`src/hdl/b64dec_pkg.sv`:
```
// shared types and character constants for the base64 decoder
`timescale 1ns / 1ps
`default_nettype none

package b64dec_pkg;

  localparam logic [7:0] CHAR_PAD        = 8'h3D;
  localparam logic [7:0] CHAR_UPPER_A    = 8'h41;
  localparam logic [7:0] CHAR_UPPER_Z    = 8'h5A;
  localparam logic [7:0] CHAR_LOWER_A    = 8'h61;
  localparam logic [7:0] CHAR_LOWER_Z    = 8'h7A;
  localparam logic [7:0] CHAR_DIGIT_0    = 8'h30;
  localparam logic [7:0] CHAR_DIGIT_9    = 8'h39;
  localparam logic [7:0] CHAR_PLUS       = 8'h2B;
  localparam logic [7:0] CHAR_MINUS      = 8'h2D;
  localparam logic [7:0] CHAR_SLASH      = 8'h2F;
  localparam logic [7:0] CHAR_UNDERSCORE = 8'h5F;

  localparam logic [5:0] LOWER_BASE = 6'd26;
  localparam logic [5:0] DIGIT_BASE = 6'd52;
  localparam logic [5:0] SEXTET_62  = 6'd62;
  localparam logic [5:0] SEXTET_63  = 6'd63;

  localparam logic [1:0] POS_FIRST  = 2'd0;
  localparam logic [1:0] POS_SECOND = 2'd1;
  localparam logic [1:0] POS_THIRD  = 2'd2;
  localparam logic [1:0] POS_FOURTH = 2'd3;

  typedef struct packed {
    logic [5:0] sextet;
    logic       ok;
    logic       is_pad;
  } char_class_t;

  typedef struct packed {
    logic [7:0] out_byte;
    logic       byte_present;
    logic       failed;
  } dec_result_t;

  typedef struct packed {
    logic [1:0] group_position;
    logic       pad_seen;
    logic       error_flag;
  } dec_status_t;

endpackage

`default_nettype wire

```
`src/hdl/b64dec_char_map.sv`:
```
// character to sextet map covering both alphabets
`timescale 1ns / 1ps
`default_nettype none

module b64dec_char_map (
  input  wire logic [7:0]            char_code,
  output b64dec_pkg::char_class_t    char_class
);

  always_comb begin
    char_class.sextet = '0;
    char_class.ok     = 1'b0;
    char_class.is_pad = (char_code == b64dec_pkg::CHAR_PAD);
    if (char_code >= b64dec_pkg::CHAR_UPPER_A && char_code <= b64dec_pkg::CHAR_UPPER_Z) begin
      char_class.sextet = 6'(char_code - b64dec_pkg::CHAR_UPPER_A);
      char_class.ok     = 1'b1;
    end else if (char_code >= b64dec_pkg::CHAR_LOWER_A &&
                 char_code <= b64dec_pkg::CHAR_LOWER_Z) begin
      char_class.sextet = 6'(char_code - b64dec_pkg::CHAR_LOWER_A) + b64dec_pkg::LOWER_BASE;
      char_class.ok     = 1'b1;
    end else if (char_code >= b64dec_pkg::CHAR_DIGIT_0 &&
                 char_code <= b64dec_pkg::CHAR_DIGIT_9) begin
      char_class.sextet = 6'(char_code - b64dec_pkg::CHAR_DIGIT_0) + b64dec_pkg::DIGIT_BASE;
      char_class.ok     = 1'b1;
    end else if (char_code == b64dec_pkg::CHAR_PLUS || char_code == b64dec_pkg::CHAR_MINUS) begin
      char_class.sextet = b64dec_pkg::SEXTET_62;
      char_class.ok     = 1'b1;
    end else if (char_code == b64dec_pkg::CHAR_SLASH ||
                 char_code == b64dec_pkg::CHAR_UNDERSCORE) begin
      char_class.sextet = b64dec_pkg::SEXTET_63;
      char_class.ok     = 1'b1;
    end
  end

endmodule

`default_nettype wire

```
`src/hdl/b64dec_group.sv`:
```
// group state and byte assembly for the base64 decoder
`timescale 1ns / 1ps
`default_nettype none

module b64dec_group (
  input  wire logic                  clk,
  input  wire logic                  rst,
  input  wire logic                  step,
  input  wire logic                  final_char,
  input  wire b64dec_pkg::char_class_t char_class,
  output b64dec_pkg::dec_result_t    result,
  output b64dec_pkg::dec_status_t    status
);

  logic [1:0] group_position, group_position_next;
  logic [5:0] held_sextet, held_sextet_next;
  logic       held_invalid, held_invalid_next;
  logic       pad_seen, pad_seen_next;
  logic       error_flag, error_flag_next;

  always_comb begin
    group_position_next = group_position;
    held_sextet_next    = held_sextet;
    held_invalid_next   = held_invalid;
    pad_seen_next       = pad_seen;
    error_flag_next     = error_flag;
    result.out_byte     = '0;
    result.byte_present = 1'b0;
    if (char_class.is_pad) begin
      pad_seen_next = 1'b1;
    end else if (pad_seen) begin
      error_flag_next = 1'b1;
    end else begin
      held_sextet_next = char_class.sextet;
      unique case (group_position)
        b64dec_pkg::POS_FIRST: begin
          held_invalid_next   = !char_class.ok;
          group_position_next = b64dec_pkg::POS_SECOND;
        end
        b64dec_pkg::POS_SECOND: begin
          if (held_invalid || !char_class.ok) begin
            error_flag_next = 1'b1;
          end else if (!error_flag) begin
            result.out_byte     = {held_sextet, char_class.sextet[5:4]};
            result.byte_present = 1'b1;
          end
          held_invalid_next   = 1'b0;
          group_position_next = b64dec_pkg::POS_THIRD;
        end
        b64dec_pkg::POS_THIRD: begin
          if (!char_class.ok) begin
            error_flag_next = 1'b1;
          end else if (!error_flag) begin
            result.out_byte     = {held_sextet[3:0], char_class.sextet[5:2]};
            result.byte_present = 1'b1;
          end
          group_position_next = b64dec_pkg::POS_FOURTH;
        end
        default: begin
          if (!char_class.ok) begin
            error_flag_next = 1'b1;
          end else if (!error_flag) begin
            result.out_byte     = {held_sextet[1:0], char_class.sextet};
            result.byte_present = 1'b1;
          end
          group_position_next = b64dec_pkg::POS_FIRST;
        end
      endcase
    end
    result.failed = error_flag_next;
  end

  always_ff @(posedge clk) begin
    if (rst || (step && final_char)) begin
      group_position <= b64dec_pkg::POS_FIRST;
      held_sextet    <= '0;
      held_invalid   <= 1'b0;
      pad_seen       <= 1'b0;
      error_flag     <= 1'b0;
    end else if (step) begin
      group_position <= group_position_next;
      held_sextet    <= held_sextet_next;
      held_invalid   <= held_invalid_next;
      pad_seen       <= pad_seen_next;
      error_flag     <= error_flag_next;
    end
  end

  assign status.group_position = group_position;
  assign status.pad_seen       = pad_seen;
  assign status.error_flag     = error_flag;

endmodule

`default_nettype wire

```
`src/hdl/base64_dual_alphabet_decoder.sv`:
```
// top level of the streaming base64 decoder, both alphabets
//
// channel  direction  handshake            payload
// in       sink       in_valid / in_ready  char_code, final_char
// out      source     out_valid/ out_ready out_byte, byte_present, failed, message_end
//
// one beat in, one beat out; a new character is taken every cycle while the output is not stalled
// registered path: input register, then the map and group logic into the result register
// group state advances only when a character moves into the result register
// a stalled output holds the result; the input register still takes one more beat
// synchronous reset clears both valid flags and the group state
`timescale 1ns / 1ps
`default_nettype none

module base64_dual_alphabet_decoder (
  input  wire logic       clk,
  input  wire logic       rst,
  input  wire logic       in_valid,
  output logic            in_ready,
  input  wire logic [7:0] char_code,
  input  wire logic       final_char,
  output logic            out_valid,
  input  wire logic       out_ready,
  output logic [7:0]      out_byte,
  output logic            byte_present,
  output logic            failed,
  output logic            message_end
);

  logic                    s1_valid;
  logic [7:0]              s1_char;
  logic                    s1_final;
  logic                    step;
  b64dec_pkg::char_class_t char_class;
  b64dec_pkg::dec_result_t result;
  b64dec_pkg::dec_status_t status;

  assign step     = s1_valid && (!out_valid || out_ready);
  assign in_ready = !s1_valid || step;

  always_ff @(posedge clk) begin
    if (rst) begin
      s1_valid <= 1'b0;
    end else if (in_ready) begin
      s1_valid <= in_valid;
    end
  end

  always_ff @(posedge clk) begin
    if (in_valid && in_ready) begin
      s1_char  <= char_code;
      s1_final <= final_char;
    end
  end

  b64dec_char_map u_char_map (
    .char_code  (s1_char),
    .char_class (char_class)
  );

  b64dec_group u_group (
    .clk        (clk),
    .rst        (rst),
    .step       (step),
    .final_char (s1_final),
    .char_class (char_class),
    .result     (result),
    .status     (status)
  );

  always_ff @(posedge clk) begin
    if (rst) begin
      out_valid <= 1'b0;
    end else if (!out_valid || out_ready) begin
      out_valid <= s1_valid;
    end
  end

  always_ff @(posedge clk) begin
    if (step) begin
      out_byte     <= result.out_byte;
      byte_present <= result.byte_present;
      failed       <= result.failed;
      message_end  <= s1_final;
    end
  end

  a_byte_not_failed: assert property (@(posedge clk) disable iff (rst)
    out_valid |-> !(byte_present && failed))
    else $error("byte delivered with error flag set");

  a_final_clears: assert property (@(posedge clk) disable iff (rst)
    step && s1_final |=> (status.group_position == b64dec_pkg::POS_FIRST) &&
                         !status.pad_seen && !status.error_flag)
    else $error("state not cleared after final character");

  a_error_sticky: assert property (@(posedge clk) disable iff (rst)
    status.error_flag && !(step && s1_final) |=> status.error_flag)
    else $error("error flag dropped inside a message");

  a_ready_when_drained: assert property (@(posedge clk) disable iff (rst)
    out_ready |-> in_ready)
    else $error("input stalled while output is draining");

endmodule

`default_nettype wire

```
`config.mk`:
```
export PLATFORM = sky130hd
export DESIGN_NAME = base64_dual_alphabet_decoder
export DESIGN_NICKNAME = d
export VERILOG_FILES = /design/src/hdl/b64dec_pkg.sv /design/src/hdl/b64dec_char_map.sv /design/src/hdl/b64dec_group.sv /design/src/hdl/base64_dual_alphabet_decoder.sv
export SDC_FILE = /design/constraint.sdc
export NUM_CORES = 1
export LEC_CHECK = 0
export BUFFER_PORTS_ARGS = -buffer_cell sky130_fd_sc_hd__buf_2
export CAP_MARGIN = 0
export CORE_ASPECT_RATIO = 0.7
export CORE_UTILIZATION = 34
export CTS_CLUSTER_SIZE = 12
export DETAILED_ROUTE_END_ITERATION = 10
export PLACE_DENSITY_LB_ADDON = 0.08
export SYNTH_ARGS = -nofsm -noshare
export SYNTH_HDL_FRONTEND = slang
export SYNTH_SLANG_ARGS = --single-unit
```
`constraint.sdc`:
```
create_clock -name clk -period 3.1 [get_ports clk]
set_input_delay 0.155 -clock clk [delete_from_list [all_inputs] [get_ports clk]]
set_output_delay 0.155 -clock clk [all_outputs]
set_load 0.005 [all_outputs]
```
==> reports/metrics.csv <==
stage,metric,value,unit
floorplanning,core_area,5840,sq um
cells_and_area,area_growth_syn_to_layout,13.0,%
setup_path,crit_family,compound AO/OA/AOI/OAI gates,
clock_tree,clk_pin_slew,0.07,ns
clock_tree,cts_buffers,5,
power_and_ir_drop,power.density,419,nW/um^2
power_and_ir_drop,p_leak,0.916,nW
detailed_routing,wl_per_cell,15.9,um
setup_path,path_buf_inv,1,
detailed_routing,antenna_left,0,
logic_synthesis,async_flop_share,0,%
setup_path,r2r_slack,0.42,ns
placement,dp_hpwl,3.84,mm
detailed_routing,dr.pass1.iters,5,
timing,clock.fmax,373,MHz
timing,tightest_slew,0.682,ns
job,max-cap-violations,0,
logic_synthesis,ys_ff_latch,33,
placement,pre_cts_ws,0.440,ns
floorplanning,rows,23,
setup_path,crit_chain,inv_1 -> ha_1 -> or2b_1 -> a21oi_1 -> a211o_1 -> nand3_1 -> a311oi_1 -> a211oi_1,
grt,grt_use_total,17.3,%
power_and_ir_drop,finalPower,0.999,mW
setup_path,cpPeakStageDelay,0.51,ns
logic_synthesis,ys.flop_type,edfxtp_1,
setup_path,cp-end-kind,flop,
timing,fin_crit_sh,86.4,%
timing,slew-limit-headroom,54.5,%
setup_path,required,3.09,ns
timing,hold_slack,0.0435,ns
timing,setup_ws,0.421,ns
cells_and_area,multi_input_area,1130,sq um
clock_tree,clk_path_buf_depth,2,
timing,hold_viol,0,
setup_path,arrival,2.67,ns
timing,skew,0.00858,ns
placement,place_area,2290,sq um
clock_tree,cts_tree,built,
logic_synthesis,syn_avg_cell_area,9.68,sq um
setup_path,crit_type,flop to flop,
cells_and_area,num-nets-final,271,
clock_tree,clock-sinks,33,
clock_tree,cts_hold_buf,0,
grt,antenna_found_initial,0,
setup_path,worstPathMaxFanout,10,
clock_tree,insertion_delay,0.28,ns
cells_and_area,fin_util,40.8,%
logic_synthesis,yosys_warnings,0,
logic_synthesis,syn-cell-area,2110,sq um
clock_tree,cts_setup_buffers,0,
floorplanning,start_util,36.1,%
detailed_routing,vias,1761,
logic_synthesis,syn_inst,218,
logic_synthesis,syn_nets,243,
floorplanning,io_pins,26,
setup_path,startpoint_type,flop,
timing,setup_tns,0,ns
grt,grt_pass1_wl,8.34,mm
cells_and_area,final-instance-count-excl-fill,322,
placement,routabilityCongestion,0.832,
logic_synthesis,synth_edf_count,20,
detailed_routing,drt_iter0_markers,123,
cells_and_area,drive_gt1_share,19.8,%
detailed_routing,drc,0,
logic_synthesis,synth_seq_area_share,40.8,%
floorplanning,dieArea,6530,sq um
min_path,min_path_type,input pin to flop,
clock_tree,root_buffer,clkbuf_8,
setup_path,slowest_stage,edfxtp_1,
placement,portBuffers,25,
grt,gr-total-overflow,0,
cells_and_area,num_antenna_cells,0,
timing,period_needed,2.68,ns
floorplanning,die_h,67.9,um
timing,setup_viol,0,
timing,grt_setup_unrepaired,no,
power_and_ir_drop,ir_drop,178,uV
clock_tree,cts-htree-levels,2,
detailed_routing,vias_per_cell,5.47,
timing,finalMaxSlewViolations,0,
cells_and_area,fill_cells,592,
status,status,"finished, final reports clean",
grt,grt_max_degree,20,
cells_and_area,regArea,861,sq um
floorplanning,die_x,96.1,um
grt,grt_pass1_vias,1605,
placement,dp_cells,314,
detailed_routing,drt_wl_total,5.12,mm
cells_and_area,postLayoutCellArea,2380,sq um
clock_tree,cts_resized,0,
logic_synthesis,ys_types,53,
==> cell usage in the layout, fill, tap and decap left out, types with 2 or more instances in the layout <==
| master | netlist | final |
|---|---|---|
| nor3_1 | 4 | 4 |
| o21ai_0 | 7 | 7 |
| a21oi_1 | 16 | 16 |
| clkbuf_8 | 0 | 6 |
| edfxtp_1 | 20 | 20 |
| xnor2_1 | 3 | 3 |
| clkbuf_1 | 2 | 2 |
| a22oi_1 | 3 | 3 |
| and3b_1 | 2 | 2 |
| a221oi_1 | 5 | 5 |
| or2b_1 | 3 | 3 |
| xor2_1 | 2 | 2 |
| mux2i_1 | 3 | 3 |
| o21ai_2 | 3 | 3 |
| buf_4 | 2 | 5 |
| o211ai_1 | 3 | 3 |
| inv_1 | 12 | 12 |
| buf_2 | 1 | 25 |
| a211oi_1 | 6 | 6 |
| a21o_1 | 2 | 2 |
| nand3_1 | 9 | 9 |
| a31oi_1 | 4 | 4 |
| a311oi_1 | 6 | 6 |
| o21a_1 | 4 | 4 |
| nor2b_1 | 6 | 6 |
| ha_1 | 12 | 12 |
| nand2_1 | 20 | 20 |
| nor2_1 | 15 | 15 |
| and2_1 | 3 | 3 |
| nand2b_1 | 2 | 2 |
| dfxtp_1 | 13 | 13 |
==> cell type report <==
class	count	share of cell area, %
well taps	75	3.93
flip-flops and latches	33	36.1
multi-input cells	164	47.5
repair buffers	30	6.82
inverters	12	1.89
clock buffers	8	3.78
==> kinds of logic after synthesis <==
logic type	share of synthesized area, %
muxes	1.42
AOI/OAI and AO/OA	25.9
DFF	40.8
buffers and inverters	5.52
adders and majority gates	7.12
and+or+nand+nor	17.2
xor gates and xnor gates	2.08
==> where the power goes <==
part,internal [mW],switching (mW)
Sequential,0.488,0.0213
Clock,0.181,0.155
Combinational,0.0609,0.0919
Total,0.730,0.268
==> worst reg2reg max path: cells and delay by family (launching register included) <==
| kind | cells | cell delay, ns |
|---|---|---|
| adders and majority gates | 1 | 0.19 |
| and+or+nand+nor | 2 | 0.40 |
| AOI/OAI and AO/OA | 4 | 1.06 |
| DFF | 1 | 0.51 |
| buffers and inverters | 1 | 0.22 |
==> sequential cells by signal, indices dropped and copies added, names as in the netlist <==
name / cells
u_group.held_invalid: 1
message_end: 1
s1_char: 8
u_group.group_position: 2
u_group.pad_seen: 1
s1_valid: 1
byte_present: 1
u_group.held_sextet: 6
out_valid: 1
out_byte: 8
failed: 1
u_group.error_flag: 1
s1_final: 1
==> Yosys cell counts (all sizes together), types with 4 or more instances <==
library cell | count | share of area (%)
o21ai | 10 | 2.9
a311oi | 6 | 2.5
ha | 12 | 7.1
buf | 6 | 2.5
nor2b | 7 | 2.2
a211oi | 7 | 2.7
a221oi | 5 | 2.1
o21a | 4 | 1.4
dfxtp | 13 | 12
edfxtp | 20 | 28
nor2 | 16 | 3.0
nor3 | 4 | 0.95
a31oi | 6 | 2.8
nand2 | 20 | 3.6
inv | 12 | 2.1
nand3 | 9 | 2.1
a21oi | 16 | 3.8
==> path summary, 6_finish.rpt <==
path         cells past startpoint                                  end                           startpoint
min                              1                   s1_final$_DFFE_PP_                           final_char
min reg2reg                      2  u_group.held_sextet[5]$_SDFFE_PP0P_  u_group.held_sextet[5]$_SDFFE_PP0P_
max                              8            out_byte[4]$_SDFFCE_PN0P_                 s1_char[2]$_DFFE_PP_
max reg2reg                      8            out_byte[4]$_SDFFCE_PN0P_                 s1_char[2]$_DFFE_PP_
==> metal layers <==
metal / routed length (um) / GRT usage (%)
met3: 317 / 3.67
met1: 2740 / 25.5
met4: 29 / 3.92
met5: 0 / 0
met2: 2030 / 25.8
Power figures use the tool's default switching activity.
